### src/rtl/core/wfs_pkg.sv
// Shared types, constants and fixed-point helpers for the wall force servo.
// No dependencies; every module of the block imports this package.
package wfs_pkg;

  // Number format: signed Q24.24 in VW bits
  localparam int VW  = 48;
  localparam int FW  = 24;
  localparam int HW  = VW / 2;
  localparam int RW  = VW - 1;
  localparam int TFW = 32;
  localparam int AW  = 2 * VW;
  localparam int BRW = 3;
  localparam int IDXW = 3;
  localparam int IN_TDATA_W  = ((2 * VW + RW + 7) / 8) * 8;
  localparam int OUT_TDATA_W = ((VW + 7) / 8) * 8;

  typedef logic signed [VW-1:0] val_t;
  typedef logic [VW-1:0]        mag_t;
  typedef logic [BRW-1:0]       branch_t;
  typedef logic [IDXW-1:0]      reg_idx_t;
  typedef logic [2:0]           op_t;

  localparam val_t VMAX     = {1'b0, {(VW-1){1'b1}}};
  localparam val_t VMIN     = {1'b1, {(VW-1){1'b0}}};
  localparam mag_t VMAX_MAG = {1'b0, {(VW-1){1'b1}}};
  localparam val_t BOOST_Q  = val_t'(18454938);
  localparam logic [RW-1:0] ONE_Q = {{(RW-FW-1){1'b0}}, 1'b1, {FW{1'b0}}};

  // Branch codes reported with each result
  localparam branch_t BR_NONE   = 3'd0;
  localparam branch_t BR_BOOST  = 3'd1;
  localparam branch_t BR_SECANT = 3'd2;
  localparam branch_t BR_STIFF  = 3'd3;
  localparam branch_t BR_FULL   = 3'd4;

  // Configuration register indexes
  localparam reg_idx_t REG_TARGET_STRESS = 3'd0;
  localparam reg_idx_t REG_LOADED_AREA   = 3'd1;
  localparam reg_idx_t REG_THRESHOLD     = 3'd2;
  localparam reg_idx_t REG_MAX_VELOCITY  = 3'd3;
  localparam reg_idx_t REG_TIME_STEP     = 3'd4;

  // Datapath operations: operand selection and result destination
  localparam op_t OP_TF  = 3'd0;  // target force
  localparam op_t OP_THR = 3'd1;  // overshoot threshold
  localparam op_t OP_LIM = 3'd2;  // step limit
  localparam op_t OP_BST = 3'd3;  // boosted step
  localparam op_t OP_NUM = 3'd4;  // secant numerator
  localparam op_t OP_SEC = 3'd5;  // secant quotient
  localparam op_t OP_STF = 3'd6;  // error over stiffness
  localparam op_t OP_VEL = 3'd7;  // velocity

  typedef struct packed {
    logic    load;
    logic    mul_go;
    logic    div_go;
    logic    cap;
    op_t     op;
    logic    set_br;
    branch_t br;
    logic    take_lim;
    logic    set_nc;
    logic    upd;
    logic    push;
  } cmd_t;

  typedef struct packed {
    logic mul_done;
    logic div_done;
    logic no_contact;
    logic use_secant;
    logic use_boost;
    logic stiff_nz;
    logic out_free;
  } stat_t;

  function automatic mag_t mag_of(val_t a);
    return a[VW-1] ? mag_t'(-a) : mag_t'(a);
  endfunction

  // Signed value from a magnitude, saturating
  function automatic val_t from_mag(logic neg, logic ovf, mag_t m);
    if (ovf || (m > VMAX_MAG)) return neg ? VMIN : VMAX;
    return neg ? val_t'(-m) : val_t'(m);
  endfunction

  function automatic val_t sat_sub(val_t a, val_t b);
    logic [VW:0] d;
    d = {a[VW-1], a} - {b[VW-1], b};
    if (d[VW] != d[VW-1]) return d[VW] ? VMIN : VMAX;
    return val_t'(d[VW-1:0]);
  endfunction

endpackage

### src/rtl/core/wfs_ctrl.sv
// Controller of the wall force servo: sequences target force, threshold,
// limit, branch step and velocity through the datapath. Depends on wfs_pkg.
module wfs_ctrl import wfs_pkg::*; (
  input  logic  clk,
  input  logic  rst_n,
  input  logic  in_tvalid_i,
  output logic  in_tready_o,
  input  stat_t stat_i,
  output cmd_t  cmd_o
);

  localparam logic [4:0] S_IDLE   = 5'd0;
  localparam logic [4:0] S_TF_GO  = 5'd1;
  localparam logic [4:0] S_TF_WT  = 5'd2;
  localparam logic [4:0] S_THR_GO = 5'd3;
  localparam logic [4:0] S_THR_WT = 5'd4;
  localparam logic [4:0] S_LIM_GO = 5'd5;
  localparam logic [4:0] S_LIM_WT = 5'd6;
  localparam logic [4:0] S_DECIDE = 5'd7;
  localparam logic [4:0] S_BST_GO = 5'd8;
  localparam logic [4:0] S_BST_WT = 5'd9;
  localparam logic [4:0] S_NUM_GO = 5'd10;
  localparam logic [4:0] S_NUM_WT = 5'd11;
  localparam logic [4:0] S_SEC_GO = 5'd12;
  localparam logic [4:0] S_SEC_WT = 5'd13;
  localparam logic [4:0] S_STF_GO = 5'd14;
  localparam logic [4:0] S_STF_WT = 5'd15;
  localparam logic [4:0] S_VEL_GO = 5'd16;
  localparam logic [4:0] S_VEL_WT = 5'd17;
  localparam logic [4:0] S_FIN    = 5'd18;

  logic [4:0] state_r;
  logic [4:0] state_nxt;
  cmd_t       cmd;

  assign in_tready_o = (state_r == S_IDLE);

  // Next state and commands
  always_comb begin
    cmd       = '0;
    cmd.op    = OP_TF;
    state_nxt = state_r;
    case (state_r)
      S_IDLE: begin
        if (in_tvalid_i) begin
          cmd.load  = 1'b1;
          state_nxt = S_TF_GO;
        end
      end
      S_TF_GO: begin
        cmd.mul_go = 1'b1;
        state_nxt  = S_TF_WT;
      end
      S_TF_WT: begin
        if (stat_i.mul_done) begin
          cmd.cap   = 1'b1;
          state_nxt = S_THR_GO;
        end
      end
      S_THR_GO: begin
        cmd.op     = OP_THR;
        cmd.mul_go = 1'b1;
        state_nxt  = S_THR_WT;
      end
      S_THR_WT: begin
        cmd.op = OP_THR;
        if (stat_i.mul_done) begin
          cmd.cap   = 1'b1;
          state_nxt = S_LIM_GO;
        end
      end
      S_LIM_GO: begin
        cmd.op     = OP_LIM;
        cmd.mul_go = 1'b1;
        state_nxt  = S_LIM_WT;
      end
      S_LIM_WT: begin
        cmd.op = OP_LIM;
        if (stat_i.mul_done) begin
          cmd.cap   = 1'b1;
          state_nxt = S_DECIDE;
        end
      end
      S_DECIDE: begin
        cmd.set_br = 1'b1;
        if (stat_i.no_contact) begin
          cmd.br     = BR_NONE;
          cmd.set_nc = 1'b1;
          state_nxt  = S_FIN;
        end else if (stat_i.use_secant && stat_i.use_boost) begin
          cmd.br    = BR_BOOST;
          state_nxt = S_BST_GO;
        end else if (stat_i.use_secant) begin
          cmd.br    = BR_SECANT;
          state_nxt = S_NUM_GO;
        end else if (stat_i.stiff_nz) begin
          cmd.br    = BR_STIFF;
          state_nxt = S_STF_GO;
        end else begin
          cmd.br       = BR_FULL;
          cmd.take_lim = 1'b1;
          state_nxt    = S_VEL_GO;
        end
      end
      S_BST_GO: begin
        cmd.op     = OP_BST;
        cmd.mul_go = 1'b1;
        state_nxt  = S_BST_WT;
      end
      S_BST_WT: begin
        cmd.op = OP_BST;
        if (stat_i.mul_done) begin
          cmd.cap   = 1'b1;
          state_nxt = S_VEL_GO;
        end
      end
      S_NUM_GO: begin
        cmd.op     = OP_NUM;
        cmd.mul_go = 1'b1;
        state_nxt  = S_NUM_WT;
      end
      S_NUM_WT: begin
        cmd.op = OP_NUM;
        if (stat_i.mul_done) begin
          cmd.cap   = 1'b1;
          state_nxt = S_SEC_GO;
        end
      end
      S_SEC_GO: begin
        cmd.op     = OP_SEC;
        cmd.div_go = 1'b1;
        state_nxt  = S_SEC_WT;
      end
      S_SEC_WT: begin
        cmd.op = OP_SEC;
        if (stat_i.div_done) begin
          cmd.cap   = 1'b1;
          state_nxt = S_VEL_GO;
        end
      end
      S_STF_GO: begin
        cmd.op     = OP_STF;
        cmd.div_go = 1'b1;
        state_nxt  = S_STF_WT;
      end
      S_STF_WT: begin
        cmd.op = OP_STF;
        if (stat_i.div_done) begin
          cmd.cap   = 1'b1;
          state_nxt = S_VEL_GO;
        end
      end
      S_VEL_GO: begin
        cmd.op     = OP_VEL;
        cmd.div_go = 1'b1;
        state_nxt  = S_VEL_WT;
      end
      S_VEL_WT: begin
        cmd.op = OP_VEL;
        if (stat_i.div_done) begin
          cmd.cap   = 1'b1;
          cmd.upd   = 1'b1;
          state_nxt = S_FIN;
        end
      end
      S_FIN: begin
        // wait for the output register to free up
        if (stat_i.out_free) begin
          cmd.push  = 1'b1;
          state_nxt = S_IDLE;
        end
      end
      default: state_nxt = S_IDLE;
    endcase
  end

  always_ff @(posedge clk) begin
    if (!rst_n) begin
      state_r <= S_IDLE;
    end else begin
      state_r <= state_nxt;
    end
  end

  assign cmd_o = cmd;

endmodule

### config.mk
export PLATFORM = sky130hd
export DESIGN_NAME = wfs_ctrl
export DESIGN_NICKNAME = d
export VERILOG_FILES = /design/src/rtl/core/wfs_pkg.sv /design/src/rtl/core/wfs_ctrl.sv
export SDC_FILE = /design/constraint.sdc
export NUM_CORES = 1
export LEC_CHECK = 0
export BUFFER_PORTS_ARGS = -buffer_cell sky130_fd_sc_hd__buf_2
export CAP_MARGIN = 20
export CORE_ASPECT_RATIO = 0.7
export CORE_MARGIN = 3
export CORE_UTILIZATION = 23
export DETAILED_ROUTE_END_ITERATION = 12
export GPL_ROUTABILITY_DRIVEN = 0
export PLACE_DENSITY_LB_ADDON = 0.08
export RECOVER_POWER = 25
export SYNTH_ARGS = -nofsm -noshare
export SYNTH_HDL_FRONTEND = slang
export SYNTH_SLANG_ARGS = --single-unit
### constraint.sdc
create_clock -name clk -period 1.4 [get_ports clk]
set_input_delay 0.07 -clock clk [delete_from_list [all_inputs] [get_ports clk]]
set_output_delay 0.07 -clock clk [all_outputs]
set_load 0.03 [all_outputs]
# Yosys cells after proc, flatten, opt, wreduce, memory -nomap -nowiden
# Index checks and enable logic that the tools add are counted.
# op_classes
n_eq_ne	27
n_reduce_logical	15
mux	35
# ops
op	count
$pmux 5 s18	1
$mux 5	13
$eq 5x4->1 const B	8
$pmux 3 s7	1
$eq 5x3->1 const B	4
$ne 2x2->1 const B	8
$reduce_or 2->1	8
$eq 5x5->1 const B	3
$mux 1	14
$mux 3	4
$eq 5x2->1 const B	2
$reduce_or 5->1	2
$reduce_and 9->1	1
$mux 6	1
$reduce_or 3->1	2
$eq 5x1->1 const B	1
$logic_not 5->1	1
$ne 2x1->1 const B	1
$pmux 1 s2	1
$logic_and 1x1->1	1
# totals
output_inout_bits	16
in_bits	10
ff_bits	5
word_cells	78

# Longest topological paths before layout
# depth
word_depth	5
mapped_depth	7
ltp_nobuf	5

# Worst setup path after synthesis
# OpenSTA, ideal clock, no wires.
# synth_timing
path_kind	register to output
start	reg state_r[4]
end	out cmd_o[6] in the netlist's numbering
t_arrival_ns	1.716
t_required_ns	1.330
stages_incl_launch_ff	6
path_slack_ns	-0.386
cell_sequence	dfxtp_1 buf_2 nand2b_1 or3_1 nor2_1 buf_4
# synth_rtl
element	line_no	text
from (decl)	wfs_ctrl.sv:32	logic [4:0] state_r;
from (signal assigned)	wfs_ctrl.sv:181	state_r <= state_nxt;
to (decl)	wfs_ctrl.sv:9	output cmd_t cmd_o

# Worst setup path after layout
# layout_timing
start	reg state_r[1]
end	reg state_r[2]
# layout_between
elab_chain_len	4
elab_cells_between_ends	31
cone_classes	eq/ne: 27; mux: 1; reduce/logical: 3
# layout_lines
element	line_no	text
$eq 5x4->1	wfs_ctrl.sv:43	case (state_r)
$reduce_or 2->1 (no line)	--	
$ne 2x1->1 (no line)	--	
$reduce_and 9->1 (no line)	--	
# Several ways; a longest one is shown, not always the timed one.
# A chain may end at the register's enable or synchronous reset.

==> key figures <==
Die
  – Chip height: 50.8 µm
  – Initial core utilization: 25.5%
  – Die X: 70.1 µm
  – Top Ports: 26
  – Num rows: 15
  – Core footprint: 2590 µm²
  – Total die area: 3560 µm²

Power
  – VDD IR max: about 0.74 mV
  – Clk pwr share: 11.8%
  – Sw Ratio: 42.6%
  – Static Leak: approximately 0.00062 µW
  – Reg power frac: 10.3%
  – Cell-internal power: roughly 1300 µW
  – Pwr Density: 1550 nW/µm²
  – Switching pwr: 965 µW
  – Gate power share: 77.9%

GRT
  – Global Route met2 Usage: 22.7%
  – Overflow after GRT: 0
  – First-pass GRT wire length: 4200 µm
  – M3 GR Usage: roughly 2%
  – Largest net degree at the start of global routing: 14
  – Gr usage total: 14.7%
  – Vias in the first global route: 886
  – Initial antenna violation count: 0
  – Met1 Resource Use GR: 20.9%
  – Global routing's busiest layer: met2

Min path
  – Min-Delay Path Class: input port to register
  – Hold Crit Depth: 3
  – Hold path start: rst_n
  – Hold Path Sink: state_r[1]$_SDFFE_PN0P_

Worst setup path
  – Crit Path Category: register to register
  – Worst Path Arrival: between 1.5 and 2 ns
  – Critical Path Sink Type: register
  – Critical R2R Capture: state_r[2]$_SDFFE_PN0P_
  – Reg2reg path depth: 6
  – Flop-to-flop setup slack: -0.24 ns
  – Worst EP required: ~1.5 ns
  – Maximum fanout along the worst path: 5
  – Critical Path Start Type: register
  – Worst R2R Start: state_r[1]$_SDFFE_PN0P_

Route
  – DRT Pass-1 Iters: 4
  – Final ANT Viol Nets: 0
  – DRC violations left: 0
  – Drt total wl: approximately 2600 µm
  – Vias: 940
  – WL/cell: roughly 13 µm
  – Routed vias/inst: 4.90
  – DR iter-0 viols: 43

Synth
  – Multiplexer share of the synthesized area: 9.09%
  – Compound-cell area share of the yosys netlist: 24.2%
  – Post-Synthesis Cell Area: 661 µm²
  – Simple-gate area share of the yosys netlist: 42.4%
  – Combinational family with the most area after synthesis: simple AND/OR/NAND/NOR gates
  – Syn nets: 111
  – Synth Register Bits: 5
  – Synth cell types: 31
  – Sequential share of the synthesized area: about 15%
  – Post-synthesis adder-cell area fraction: 0%
  – Area share of xor/xnor cells in the synthesized design: 0%
  – Mean Syn Cell Area: approximately 6.5 µm²
  – Post-Syn Instances: 101
  – Yosys warns: 0

Clock tree
  – Cts bufs inserted: 3
  – Skew-Pair Late Insertion Delay: 0.22 ns
  – Clk slew on worst S/H paths: 0.04 ns
  – TritonCTS Sinks: 5
  – # H-tree levels: 1
  – Max Root-Sink Buffers: 2
  – CTS tree: built
  – Clock root cell: clkbuf_8

Layout
  – Regs by FF count: state_r (5)
  – Commonest non-fill, non-tap cell in the layout: buf_4
  – Layout cell share with drive strength beyond 1: 66.5%
  – Largest reg by FF count: state_r
  – Post-Layout Cell Count: 192
  – Layout area overhead: 121%
  – Commonest non-fill, non-tap cells in the layout: 29 x buf_4, 22 x buf_6, 10 x nand2_1, 9 x buf_2, 7 x nor2_1
  – Max reg flops: 5
  – Final #Nets: ~170
  – Ant diodes: 0

STA
  – PnR worst setup slack: -0.241 ns
  – Clk_skew: roughly 0.0034 ns
  – Setup Viol. Count Final: 17
  – Worst Tran Pin Value: between 0.2 and 0.25 ns
  – Final Hold Slack: 0.143 ns
  – Slew Limit Fails: 0
  – Fin. Hold Viols: 0
  – F_max: 609 MHz
  – Slew margin rel.: 83.6%
  – Final Critical Period: 1.64 ns
  – RSZ-0062 raised after global routing: true
  – Crit share post-route: 117%
  – Setup TNS: -2.66 ns

Run status
  – Outcome: finished, violations left
  – Failing checks: setup timing

Placed design
  – Dpl hpwl: 1780 µm
  – Placed cells: approximately 170
  – Post-place setup slack: -0.147 ns
  – # port buffers: 25

Job
  – Max Cap Violations: 0
==> synth_stat cells <==
master,number,area share [%]
o21ai_0,7,5.3
and4_1,1,1.3
mux2i_1,6,9.1
clkbuf_1,4,2.3
a21oi_1,8,6.1
buf_4,1,1.1
a31oi_1,1,0.95
nor3_1,4,3.0
o21a_1,1,1.1
o31ai_1,3,3.4
buf_2,3,2.3
and3_1,1,0.95
or4b_4,1,2.1
nand2b_1,7,6.6
nand2_2,1,0.95
buf_6,1,1.7
or2_2,1,0.95
a32oi_1,2,2.7
nand2_1,10,5.7
nand3_1,3,2.3
o31ai_2,1,1.9
dfxtp_1,5,15
inv_1,2,1.1
nand3b_1,2,2.3
and2_1,4,3.8
or3_1,2,1.9
nor2b_1,4,3.8
o2111ai_1,1,1.3
a32o_1,1,1.5
nor2_1,12,6.8
buf_1,1,0.57
==> worst max path at each step <==
stage,start,cells after the start,endpoint
final,state_r[1]$_SDFFE_PN0P_,6,state_r[2]$_SDFFE_PN0P_
after global routing,state_r[1]$_SDFFE_PN0P_,6,state_r[2]$_SDFFE_PN0P_
after CTS,state_r[2]$_SDFFE_PN0P_,4,cmd_o[12]
after detailed placement,state_r[1]$_SDFFE_PN0P_,5,state_r[1]$_SDFFE_PN0P_
after global placement,state_r[2]$_SDFFE_PN0P_,5,cmd_o[5]
after floorplan,state_r[1]$_SDFFE_PN0P_,6,state_r[0]$_SDFFE_PN0P_
==> timing repair <==
item / in CTS / in global routing
pin swaps: 8 / 8
endpoints found under the setup margin: 20 / 21
resized for setup: 55 / 27
hold buffers: 0 / 0
setup buffers: 7 / 9
==> power groups by stage <==
stage / logic, µW / clock network, µW / registers (µW)
floorplan: 788 / 0 / 191
global placement: 1140 / 0 / 221
detailed placement: 1130 / 0 / 229
CTS: 1430 / 271 / 247
global route: 1890 / 284 / 238
finish: 1770 / 268 / 233
==> per-layer routing <==
metal | wire length (µm) | part of all wire [%]
met2 | 1180 | 46
met1 | 1260 | 49
met3 | 129 | 5.0
met4 | 0 | 0
met5 | 0 | 0
==> cell type report <==
class / instances / area [µm²]
Clock buffer: 4 / 45.0
Fill cell: 243 / 1130
Inverter: 2 / 7.51
Multi-Input combinational cell: 84 / 706
Sequential cell: 5 / 113
Tap cell: 34 / 42.5
Timing Repair Buffer: 63 / 546
==> per-stage QoR <==
stage	cell area, µm²	util [%]	power (µW)
floorplan	724	-	979
finish	1460	56.3	2270
CTS	1280	49.6	1950
global route	1460	56.3	2420
detailed placement	1010	38.9	1360
global placement	1010	38.9	1360
==> critical path, cell delays in order, from the launching register on <==
cell	delay, ns
dfxtp_4	0.35
or4b_4	0.56
nand2_4	0.08
a32oi_2	0.11
o31ai_4	0.07
buf_6	0.16
mux2i_2	0.22
==> logic make-up (layout without fill, tap and decap cells) <==
family / Yosys count / count (layout)
AOI/OAI and AO/OA: 25 / 25
buffers and inverters: 12 / 69
DFF: 5 / 5
muxes: 6 / 6
and+or+nand+nor: 53 / 53
(Power assumes the default switching activity.)
